--- config.mk ---
export PLATFORM = sky130hd
export DESIGN_NAME = epoch_seconds_to_bcd_date_top
export DESIGN_NICKNAME = d
export VERILOG_FILES = /design/src/hw/rtl/e2b_pkg.sv /design/src/hw/rtl/e2b_alu.sv /design/src/hw/rtl/epoch_seconds_to_bcd_date_top.sv
export SDC_FILE = /design/constraint.sdc
export NUM_CORES = 1
export LEC_CHECK = 0
export BUFFER_PORTS_ARGS = -buffer_cell sky130_fd_sc_hd__buf_4
export CORE_MARGIN = 2
export CORE_UTILIZATION = 30
export CTS_BUF_LIST = sky130_fd_sc_hd__clkbuf_8 sky130_fd_sc_hd__clkbuf_16
export DETAILED_ROUTE_END_ITERATION = 12
export MAX_ROUTING_LAYER = met4
export PLACE_DENSITY = 0.46
export SYNTH_ARGS = -nofsm -noshare
export SYNTH_HDL_FRONTEND = slang
export SYNTH_SLANG_ARGS = --single-unit
--- constraint.sdc ---
create_clock -name clk -period 8.7 [get_ports clk]
set_input_delay 2.175 -clock clk [delete_from_list [all_inputs] [get_ports clk]]
set_output_delay 2.175 -clock clk [all_outputs]
set_load 0.02 [all_outputs]
--- src/hw/rtl/e2b_pkg.sv ---
// e2b_pkg: shared constants and helper functions for the epoch seconds to bcd date block
// used by the top level and the shared subtract unit; no dependencies
`timescale 1ns / 1ps

package e2b_pkg;

  // width of the shared subtract unit operands
  localparam int AluW = 18;

  // divisors used by the long division passes
  localparam logic [AluW-1:0] SECS_PER_DAY  = 18'd86400;
  localparam logic [AluW-1:0] DAYS_PER_WEEK = 18'd7;
  localparam logic [AluW-1:0] SECS_PER_HOUR = 18'd3600;
  localparam logic [AluW-1:0] SECS_PER_MIN  = 18'd60;

  // four consecutive years always hold exactly one leap year here
  localparam logic [AluW-1:0] DAYS_PER_QUAD = 18'd1461;
  localparam logic [AluW-1:0] DAYS_LEAP     = 18'd366;
  localparam logic [AluW-1:0] DAYS_COMMON   = 18'd365;

  // 1 january 1970 was a thursday
  localparam logic [15:0] WEEKDAY_OFFSET = 16'd4;

  localparam logic [11:0] EPOCH_YEAR = 12'd1970;
  localparam logic [11:0] FIRST_YEAR = 12'd2000;
  localparam logic [11:0] LAST_YEAR  = 12'd2099;

  localparam logic [3:0] MONTH_FIRST = 4'd1;
  localparam logic [3:0] MONTH_LAST  = 4'd12;

  // cumulative days before a month (1..12) in a common year
  function automatic logic [8:0] days_before_month(input logic [3:0] month);
    logic [8:0] d;
    case (month)
      4'd1:    d = 9'd0;
      4'd2:    d = 9'd31;
      4'd3:    d = 9'd59;
      4'd4:    d = 9'd90;
      4'd5:    d = 9'd120;
      4'd6:    d = 9'd151;
      4'd7:    d = 9'd181;
      4'd8:    d = 9'd212;
      4'd9:    d = 9'd243;
      4'd10:   d = 9'd273;
      4'd11:   d = 9'd304;
      4'd12:   d = 9'd334;
      default: d = 9'd0;
    endcase
    return d;
  endfunction

  // packed bcd of a value below 100; tens by reciprocal multiply
  function automatic logic [7:0] to_bcd(input logic [6:0] v);
    logic [14:0] prod;
    logic [3:0]  tens;
    logic [6:0]  ones;
    prod = 15'(v) * 15'd205;
    tens = prod[14:11];
    ones = v - 7'(7'(tens) * 7'd10);
    return {tens, ones[3:0]};
  endfunction

endpackage

--- src/hw/rtl/e2b_alu.sv ---
// e2b_alu: shared subtract and compare unit of the date converter
// depends on e2b_pkg for the operand width
`timescale 1ns / 1ps

module e2b_alu (
  input  logic [e2b_pkg::AluW-1:0] a,
  input  logic [e2b_pkg::AluW-1:0] b,
  output logic [e2b_pkg::AluW-1:0] diff,
  output logic                     ge
);
  import e2b_pkg::*;

  logic [AluW:0] wide;

  // one subtractor; the borrow gives the compare
  assign wide = {1'b0, a} - {1'b0, b};
  assign diff = wide[AluW-1:0];
  assign ge   = ~wide[AluW];

endmodule

--- src/hw/rtl/epoch_seconds_to_bcd_date_top.sv ---
// epoch_seconds_to_bcd_date_top: seconds since 1970 to bcd time, date and weekday
// from accept to out_strobe the work runs as four long divisions of
// 32, 16, 17 and 12 steps, a year walk (four years, then one year a step) and a
// month search, all through the one shared subtract unit (e2b_alu)
// one item at a time: busy stays high until the result; the receiver cannot stall
// synchronous active-low reset returns to idle with no result pending
`timescale 1ns / 1ps

module epoch_seconds_to_bcd_date_top (
  input  logic        clk,
  input  logic        rst_n,
  input  logic        start,
  output logic        busy,
  input  logic [31:0] in_epoch_seconds,
  output logic        out_strobe,
  output logic        out_valid_res,
  output logic [6:0]  out_sec_bcd,
  output logic [6:0]  out_min_bcd,
  output logic [5:0]  out_hour_bcd,
  output logic [2:0]  out_weekday,
  output logic [5:0]  out_day_bcd,
  output logic [4:0]  out_month_bcd,
  output logic [7:0]  out_year_bcd
);
  import e2b_pkg::*;

  typedef enum logic [3:0] {
    S_IDLE,
    S_DAYS,
    S_WDAY,
    S_HOURS,
    S_MINS,
    S_YEAR4,
    S_YEAR1,
    S_MONTH,
    S_MDAY
  } state_t;

  state_t      state_r, state_nxt;
  logic [31:0] q_r, q_nxt;
  logic [16:0] r_r, r_nxt;
  logic [4:0]  cnt_r, cnt_nxt;
  logic [15:0] days_r, days_nxt;
  logic [16:0] tod_r, tod_nxt;
  logic [2:0]  wday_r, wday_nxt;
  logic [4:0]  hour_r, hour_nxt;
  logic [5:0]  min_r, min_nxt;
  logic [5:0]  sec_r, sec_nxt;
  logic [15:0] rem_r, rem_nxt;
  logic [11:0] year_r, year_nxt;
  logic [3:0]  month_r, month_nxt;

  logic        strobe_r, strobe_nxt;
  logic        valid_r, valid_nxt;
  logic [6:0]  sec_bcd_r, sec_bcd_nxt;
  logic [6:0]  min_bcd_r, min_bcd_nxt;
  logic [5:0]  hour_bcd_r, hour_bcd_nxt;
  logic [2:0]  wday_out_r, wday_out_nxt;
  logic [5:0]  day_bcd_r, day_bcd_nxt;
  logic [4:0]  month_bcd_r, month_bcd_nxt;
  logic [7:0]  year_bcd_r, year_bcd_nxt;

  logic [AluW-1:0] alu_a, alu_b, alu_diff;
  logic            alu_ge;
  logic [AluW-1:0] trial;
  logic [31:0]     q_step;
  logic [16:0]     r_step;
  logic            leap;
  logic [15:0]     days_wk;
  logic [4:0]      mday;
  logic [11:0]     year_off;
  logic            in_range;
  logic [7:0]      sec_b, min_b, hour_b, day_b, month_b, year_b;

  // shared subtract unit
  e2b_alu u_alu (
    .a    (alu_a),
    .b    (alu_b),
    .diff (alu_diff),
    .ge   (alu_ge)
  );

  // restoring division step: shift in the next dividend bit
  assign trial  = {r_r, q_r[31]};
  assign q_step = {q_r[30:0], alu_ge};
  assign r_step = alu_ge ? alu_diff[16:0] : trial[16:0];

  assign leap     = (year_r[1:0] == 2'd0);
  assign days_wk  = q_step[15:0] + WEEKDAY_OFFSET;
  assign mday     = alu_diff[4:0] + 5'd1;
  assign year_off = year_r - FIRST_YEAR;
  assign in_range = (year_r >= FIRST_YEAR) && (year_r <= LAST_YEAR);

  // bcd of the fields ready at the final step
  assign sec_b   = to_bcd({1'b0, sec_r});
  assign min_b   = to_bcd({1'b0, min_r});
  assign hour_b  = to_bcd({2'b00, hour_r});
  assign day_b   = to_bcd({2'b00, mday});
  assign month_b = to_bcd({3'b000, month_r});
  assign year_b  = to_bcd(year_off[6:0]);

  // operand selection for the shared unit
  always_comb begin
    alu_a = trial;
    alu_b = SECS_PER_DAY;
    case (state_r)
      S_DAYS:  alu_b = SECS_PER_DAY;
      S_WDAY:  alu_b = DAYS_PER_WEEK;
      S_HOURS: alu_b = SECS_PER_HOUR;
      S_MINS:  alu_b = SECS_PER_MIN;
      S_YEAR4: begin
        alu_a = {2'b00, rem_r};
        alu_b = DAYS_PER_QUAD;
      end
      S_YEAR1: begin
        alu_a = {2'b00, rem_r};
        alu_b = leap ? DAYS_LEAP : DAYS_COMMON;
      end
      // days before the next month, plus the leap day once past february
      S_MONTH: begin
        alu_a = {2'b00, rem_r};
        alu_b = AluW'(days_before_month(month_r + 4'd1))
              + AluW'(leap && (month_r > MONTH_FIRST));
      end
      S_MDAY: begin
        alu_a = {2'b00, rem_r};
        alu_b = AluW'(days_before_month(month_r))
              + AluW'(leap && (month_r > 4'd2));
      end
      default: alu_a = trial;
    endcase
  end

  // sequencer
  always_comb begin
    state_nxt     = state_r;
    q_nxt         = q_r;
    r_nxt         = r_r;
    cnt_nxt       = cnt_r;
    days_nxt      = days_r;
    tod_nxt       = tod_r;
    wday_nxt      = wday_r;
    hour_nxt      = hour_r;
    min_nxt       = min_r;
    sec_nxt       = sec_r;
    rem_nxt       = rem_r;
    year_nxt      = year_r;
    month_nxt     = month_r;
    strobe_nxt    = 1'b0;
    valid_nxt     = valid_r;
    sec_bcd_nxt   = sec_bcd_r;
    min_bcd_nxt   = min_bcd_r;
    hour_bcd_nxt  = hour_bcd_r;
    wday_out_nxt  = wday_out_r;
    day_bcd_nxt   = day_bcd_r;
    month_bcd_nxt = month_bcd_r;
    year_bcd_nxt  = year_bcd_r;
    case (state_r)
      S_IDLE: begin
        if (start) begin
          q_nxt     = in_epoch_seconds;
          r_nxt     = '0;
          cnt_nxt   = 5'd31;
          state_nxt = S_DAYS;
        end
      end
      // seconds / 86400, 32 steps
      S_DAYS: begin
        q_nxt   = q_step;
        r_nxt   = r_step;
        cnt_nxt = cnt_r - 5'd1;
        if (cnt_r == 5'd0) begin
          days_nxt  = q_step[15:0];
          tod_nxt   = r_step;
          q_nxt     = {days_wk, 16'd0};
          r_nxt     = '0;
          cnt_nxt   = 5'd15;
          state_nxt = S_WDAY;
        end
      end
      // (days + 4) mod 7, 16 steps
      S_WDAY: begin
        q_nxt   = q_step;
        r_nxt   = r_step;
        cnt_nxt = cnt_r - 5'd1;
        if (cnt_r == 5'd0) begin
          wday_nxt  = r_step[2:0];
          q_nxt     = {tod_r, 15'd0};
          r_nxt     = '0;
          cnt_nxt   = 5'd16;
          state_nxt = S_HOURS;
        end
      end
      // time of day / 3600, 17 steps
      S_HOURS: begin
        q_nxt   = q_step;
        r_nxt   = r_step;
        cnt_nxt = cnt_r - 5'd1;
        if (cnt_r == 5'd0) begin
          hour_nxt  = q_step[4:0];
          q_nxt     = {r_step[11:0], 20'd0};
          r_nxt     = '0;
          cnt_nxt   = 5'd11;
          state_nxt = S_MINS;
        end
      end
      // seconds of the hour / 60, 12 steps
      S_MINS: begin
        q_nxt   = q_step;
        r_nxt   = r_step;
        cnt_nxt = cnt_r - 5'd1;
        if (cnt_r == 5'd0) begin
          min_nxt   = q_step[5:0];
          sec_nxt   = r_step[5:0];
          rem_nxt   = days_r;
          year_nxt  = EPOCH_YEAR;
          state_nxt = S_YEAR4;
        end
      end
      // strip four years at a time
      S_YEAR4: begin
        if (alu_ge) begin
          rem_nxt  = alu_diff[15:0];
          year_nxt = year_r + 12'd4;
        end else begin
          state_nxt = S_YEAR1;
        end
      end
      // then single years
      S_YEAR1: begin
        if (alu_ge) begin
          rem_nxt  = alu_diff[15:0];
          year_nxt = year_r + 12'd1;
        end else begin
          month_nxt = MONTH_FIRST;
          state_nxt = S_MONTH;
        end
      end
      // month search over the cumulative table
      S_MONTH: begin
        if ((month_r != MONTH_LAST) && alu_ge) begin
          month_nxt = month_r + 4'd1;
        end else begin
          state_nxt = S_MDAY;
        end
      end
      // day of month and result
      S_MDAY: begin
        strobe_nxt = 1'b1;
        valid_nxt  = in_range;
        if (in_range) begin
          sec_bcd_nxt   = sec_b[6:0];
          min_bcd_nxt   = min_b[6:0];
          hour_bcd_nxt  = hour_b[5:0];
          wday_out_nxt  = wday_r;
          day_bcd_nxt   = day_b[5:0];
          month_bcd_nxt = month_b[4:0];
          year_bcd_nxt  = year_b;
        end else begin
          sec_bcd_nxt   = '0;
          min_bcd_nxt   = '0;
          hour_bcd_nxt  = '0;
          wday_out_nxt  = '0;
          day_bcd_nxt   = '0;
          month_bcd_nxt = '0;
          year_bcd_nxt  = '0;
        end
        state_nxt = S_IDLE;
      end
      default: state_nxt = S_IDLE;
    endcase
  end

  // state and registered outputs
  always_ff @(posedge clk) begin
    if (!rst_n) begin
      state_r  <= S_IDLE;
      strobe_r <= 1'b0;
    end else begin
      state_r     <= state_nxt;
      strobe_r    <= strobe_nxt;
      q_r         <= q_nxt;
      r_r         <= r_nxt;
      cnt_r       <= cnt_nxt;
      days_r      <= days_nxt;
      tod_r       <= tod_nxt;
      wday_r      <= wday_nxt;
      hour_r      <= hour_nxt;
      min_r       <= min_nxt;
      sec_r       <= sec_nxt;
      rem_r       <= rem_nxt;
      year_r      <= year_nxt;
      month_r     <= month_nxt;
      valid_r     <= valid_nxt;
      sec_bcd_r   <= sec_bcd_nxt;
      min_bcd_r   <= min_bcd_nxt;
      hour_bcd_r  <= hour_bcd_nxt;
      wday_out_r  <= wday_out_nxt;
      day_bcd_r   <= day_bcd_nxt;
      month_bcd_r <= month_bcd_nxt;
      year_bcd_r  <= year_bcd_nxt;
    end
  end

  assign busy          = (state_r != S_IDLE);
  assign out_strobe    = strobe_r;
  assign out_valid_res = valid_r;
  assign out_sec_bcd   = sec_bcd_r;
  assign out_min_bcd   = min_bcd_r;
  assign out_hour_bcd  = hour_bcd_r;
  assign out_weekday   = wday_out_r;
  assign out_day_bcd   = day_bcd_r;
  assign out_month_bcd = month_bcd_r;
  assign out_year_bcd  = year_bcd_r;

endmodule

Word level (Yosys, flattened, before mapping). Memories as Yosys holds them, arrays and structs flattened. A register that Yosys moved wholly into a read port is not among the register bits. Index checks and enable logic that the tools add are counted.

Add/subtract/negate cells: 16. $mul: 12. Order comparisons: 4. Eq/ne operators: 21. Muxes and demuxes: 40. Bitwise gates (word level): 1. Reduce and logical (&&, ||, !) cells: 27.

Operators by type and width (count): 32-bit case mux with 5 select lines (1); 32-bit two-way mux (4); 17-bit case mux with 7 select lines (1); 17-bit two-way mux (3); 17-bit case mux with 3 select lines (1); 4-bit two-way mux (11); 12-bit two-way mux (3); 12-bit case mux with 3 select lines (1); 16-bit two-way mux (2); 16-bit case mux with 2 select lines (1); 4-bit case mux with 8 select lines (1); 6-bit by 8-bit multiplier with 14-bit output (second input constant) (2); 5-bit by 8-bit multiplier with 13-bit output (second input constant) (2); 5-bit case mux with 5 select lines (1); 4-bit subtractor (6); 9-bit by 1-bit adder with 10-bit output (2); 5-bit two-way mux (4); 2-bit != test (second input constant) (10); 18-bit by 17-bit subtractor with 19-bit output (1); 18-bit two-way mux (1); 9-bit two-way mux (2); 3-bit AND reduction (6); 16-bit by 3-bit adder with 16-bit output (second input constant) (1); 4-bit by 3-bit == test with 1-bit output (second input constant) (4); other kinds (40) (50).

Flip-flop bits (word level): 187. ROM bits: 288. Memories: 2.

Memories: (no name shown) (words 16, bits a word 9, read ports 1, clocked after memory_dff 0, wr ports 0, RTL line e2b_pkg.sv:34) `case (month)`; (no name shown) (words 16, bits a word 9, read ports 1, clocked after memory_dff 1, wr ports 0, RTL line e2b_pkg.sv:34).

Logic depth before layout (Yosys ltp). An unclocked memory read counts as a cell.

Depth in word-level cells: 11. Mapped depth: 37.

Cells and area by module. Synthesis repeated with hierarchy kept, for this count alone.

Cells, all modules: 1413. Area total of the unflattened synthesis: 14542.7 µm².

Modules (own cells, without submodules): epoch_seconds_to_bcd_date_top (instances 1, cells each 1300, area each 13739.4 µm², sequential area each 5745.5 µm²); e2b_alu (instances 1, cells each 113, area each 803.3 µm², sequential area each 0.0 µm²).

Worst setup path after synthesis. Ideal clock, no wire load.

Path kind: register to register. Start point: register month_r[3]. End point: register day_bcd_r[3], in the netlist out_day_bcd[3], data pin. Library setup time: 0.266 ns. Arrival time: 6.939 ns. Data required time: 8.434 ns. Path slack: 1.495 ns. Stages on the path, launching flop included: 32. Buffers on the path: 2. Period minus slack after synthesis: 7.205 ns. Cell sequence: edfxtp_1 clkbuf_1 inv_1 xnor2_1 clkbuf_1 o21ai_0 ha_1 ha_1 a222oi_1 inv_1 fa_1 xnor2_1 nand3_1 xnor2_1 inv_1 ha_1 inv_1 ha_1 inv_1 fa_1 inv_1 ha_1 a211o_1 o211ai_1 a21oi_1 xor2_1 ha_1 inv_1 fa_1 xnor2_1 xnor2_1 nor2_1.

Longest elaborated chain between the ends: 10.

Ends and longest elaborated chain: start: declaration (RTL line epoch_seconds_to_bcd_date_top.sv:51) `logic [3:0] month_r, month_nxt;`; start signal: assignment (RTL line epoch_seconds_to_bcd_date_top.sv:293) `month_r <= month_nxt;`; 4-bit by 1-bit adder with 4-bit output (RTL line epoch_seconds_to_bcd_date_top.sv:122) `alu_b = AluW'(days_before_month(month_r + 4'd1))`; memory 16 x 9 bit; 9-bit two-way mux (RTL line epoch_seconds_to_bcd_date_top.sv:106) `case (state_r)`; 9-bit by 1-bit adder with 10-bit output (RTL line epoch_seconds_to_bcd_date_top.sv:123) `+ AluW'(leap && (month_r > MONTH_FIRST));`; 17-bit case mux with 7 select lines (*) (RTL line epoch_seconds_to_bcd_date_top.sv:106); 18-bit by 17-bit subtractor with 19-bit output (*) (RTL line e2b_alu.sv:16) `assign wide = {1'b0, a} - {1'b0, b};`; 5-bit by 1-bit adder with 5-bit output (*) (RTL line epoch_seconds_to_bcd_date_top.sv:90) `assign mday = alu_diff[4:0] + 5'd1;`; 5-bit by 8-bit multiplier with 13-bit output (*) (RTL line e2b_pkg.sv:57) `prod = 15'(v) * 15'd205;`; via day_b[4] (RTL line epoch_seconds_to_bcd_date_top.sv:73) `logic [7:0] sec_b, min_b, hour_b, day_b, month_b, year_b;`; 2-bit by 3-bit multiplier with 3-bit output (*) (RTL line e2b_pkg.sv:59) `ones = v - 7'(7'(tens) * 7'd10);`; 4-bit subtractor (*) (RTL line e2b_pkg.sv:59); end signal: assignment (RTL line epoch_seconds_to_bcd_date_top.sv:299) `day_bcd_r <= day_bcd_nxt;`; end: declaration (RTL line epoch_seconds_to_bcd_date_top.sv:59) `logic [5:0] day_bcd_r, day_bcd_nxt;`.

Mark *: on every way through the listed nets, which the timed path passes. The rest lies on a longest branch. The select of a mux whose other input is x is not followed. A chain may end at the register's enable or synchronous reset.

Final worst setup path.
Start point: register month_r[0]. End point: register day_bcd_r[3], in the netlist out_day_bcd[3], data pin.

Same word-level chain as after synthesis.

==> results.md <==
- Worst skew pair latency: 500 ps
- DIE WIDTH: 223.1 um
- Largest net degree at the start of global routing: 44
- Sequential Area: 0.005746 sq mm
- Setup Fix Bufs, Post-CTS: 0
- Worst setup SP type: flop
- Starting Density: 0.3028
- Slew Viols, Final: 0
- Leak pwr: 6.897 nW
- Unrepaired setup endpoints after global routing: false
- Worst path required time: 8930 ps
- Design Area, Final: 0.01631 sq mm
- CTS tree: built
- Via density: 5.001
- Main synth FF type: edfxtp_1
- NumNets Final: 1713
- Max Cap Violations: 0
- Final hold vios: 0
- Run status: finished clean
- GRT Overall Usage: 0.1602
- Post-Route Skew: 14.97 ps
- Post-synth top area cell: edfxtp_1
- Global-route wire length before repair: 59220 um
- Total Routed Length: 37560 um
- Kind of critical path: flop to flop
- DP Area: 0.01575 sq mm
- CTS root buffer: clkbuf_16
- Dpl hpwl: 28150 um
- Synthesized flop and latch total: 196
- # port buffers: 79
- Commonest cells post-synth: ha_1 (191), edfxtp_1 (182), nand2_1 (133)
- 1st-iter DRT viols: 739
- Cell mode on critical path: ha_1
- Final Setup Violations: 0
- Async SR Flop Fraction: 0
- I/O pin count: 80
- Post-synthesis sequential area ratio: 0.3990
- Mapped Nets: 1645
- Area occupied by multi-input gates: 0.008034 sq mm
- Gr ovfl total: 0
- Avg Cell Area, Syn: 10.36 sq um
- Worst-margin pin slew: 1122 ps
- Drt first pass iters: 5
- H-Tree Depth: 4
- Worst-path clk slew: 80 ps
- Fraction of layout cells with a size suffix above 1: 0.1271
- Crit path max fanout: 15
- Power, Total: 4.545 mW
- Drt wl/cell: 18.00 um
- Slowest-stage cell, CP: edfxtp_1
- Layout area overhead: 13.29%
- Die ar.: 0.04976 sq mm
- Mapped Cells: 1390
- Crit share post-route: 0.9259
- Hold buffers post-CTS: 0
- Post-layout util: 0.3431
- Initial antenna violation count: 2
- VDD IR max: 0.0002754 V
- Hold slack: 508.8 ps
- Power density cells: 278.6 mW/mm^2
- Slowest stage delay, CP: 670 ps
- Final ANT Viol Nets: 0
- Tmin final: 8055 ps
- Fillers: 4818
- Yosys synthesis warning count: 0
- Dominant cell by count in the synthesized netlist: ha_1
- Dominant cells by area after synthesis: edfxtp_1 (38%), ha_1 (17%), fa_1 (4.0%)
- Maximum clock frequency: 0.1241 GHz
- Die height: 223.1 um
- N_diodes: 0
- Synth Cell Area: 0.01440 sq mm
- Synth top area share: 0.3796
- Core box area: 0.04755 sq mm
- HP Class: flop to flop
- Row cnt: 80
- Count of different cell masters after synthesis: 87
- Relative slew slack: 0.2482
- Longest Clk Path Bufs: 2
- DRC viols: 0
- CP arrival: 8280 ps
- Setup TNS Final: 0 ps
- Gpl congestion: 0.8259
- Via count: 10.43k
- Endpoint type of the worst setup path: flop
- Vias in the first global route: 10.39k
- Number of enable flip-flop cells after synthesis: 182
- CTS buffer count: 17
- CTS sink count: 196
[path summary, 6_finish.rpt]
| path | start | end | slack, ps | cells past startpoint |
|---|---|---|---|---|
| max | month_r[0] | out_day_bcd[3] | 640 | 32 |
| min | days_r[9] | rem_r[9] | 510 | 2 |
| max reg2reg | month_r[0] | out_day_bcd[3] | 640 | 32 |
| min reg2reg | days_r[9] | rem_r[9] | 510 | 2 |
[cell families after synthesis]
group,count (synthesis),share of synthesized area
DFF,196,0.3990
AOI/OAI and AO/OA,295,0.1431
muxes,30,0.02225
and+or+nand+nor,396,0.1325
adders and majority gates,220,0.2063
buffers and inverters,176,0.04805
xor gates and xnor gates,77,0.04875
[critical path, delay by kind of cell, from the launching register on]
family                     cells  cell delay (ps)
adders and majority gates     10             2810
AOI/OAI and AO/OA              9             1930
xor gates and xnor gates       4              940
and+or+nand+nor                6              880
DFF                            1              670
buffers and inverters          2              460
muxes                          1               80
[report_power, final]
| part | internal [mW] | total (mW) | switching [mW] | leakage (nW) |
|---|---|---|---|---|
| clock | 0.373 | 0.780 | 0.407 | 0.278 |
| sequential | 1.24 | 1.35 | 0.113 | 1.77 |
| combinational | 0.983 | 2.42 | 1.43 | 4.85 |
[cell type report]
class / count / share of cell area
Inverter: 127 / 0.02922
Clock inverter: 15 / 0.007747
Sequential cell: 196 / 0.3522
Timing Repair Buffer: 98 / 0.04510
Clock buffer: 17 / 0.02608
Multi-Input combinational cell: 1018 / 0.4925
Tap cell: 615 / 0.04717
[cell usage in the layout (no fill, tap or decap), types with 8 or more instances in the layout]
master and count:
o22ai_1 8, a211oi_1 8, or2_2 11, and3_1 11, clkbuf_16 17, a22o_1 14, edfxtp_1 182, nand2_1 133
nor2_1 104, o21a_1 19, nand3_1 25, and2_1 22, nand2b_1 12, a21o_1 13, nor2b_1 19, a21oi_1 69
ha_1 191, a31oi_1 8, o21ai_0 58, nor3_1 15, xnor2_1 39, xor2_1 34, a221oi_1 12, inv_1 124
mux2i_1 20, dfxtp_1 14, buf_4 98, mux2_2 8, fa_1 29
[metrics by stage]
stage | instances | worst slack (ps)
global placement | 2054 | 831.9
floorplan | 1390 | 1495
CTS | 2086 | 509.5
finish | 2086 | 644.6
global route | 2086 | 141.2
detailed placement | 2054 | 543.5
[registers in the layout, summed over array words and instances (netlist names), 7 cells and up, named ones only]
register	count
year_r	12
days_r	16
out_min_bcd	7
rem_r	16
out_year_bcd	8
r_r	17
tod_r	17
out_sec_bcd	7
q_r	32
[routing by layer]
layer	track usage	part of all wire
met1	0.2157	0.49
met2	0.2471	0.46
met3	0.02515	0.032
met4	0.05088	0.015
met5	-	0
[what timing repair did]
item                                    CTS  global route
hold endpoints to repair                  0             0
endpoints found under the setup margin    0             1
resized for setup                         0             2
(Power assumes the default switching activity.)
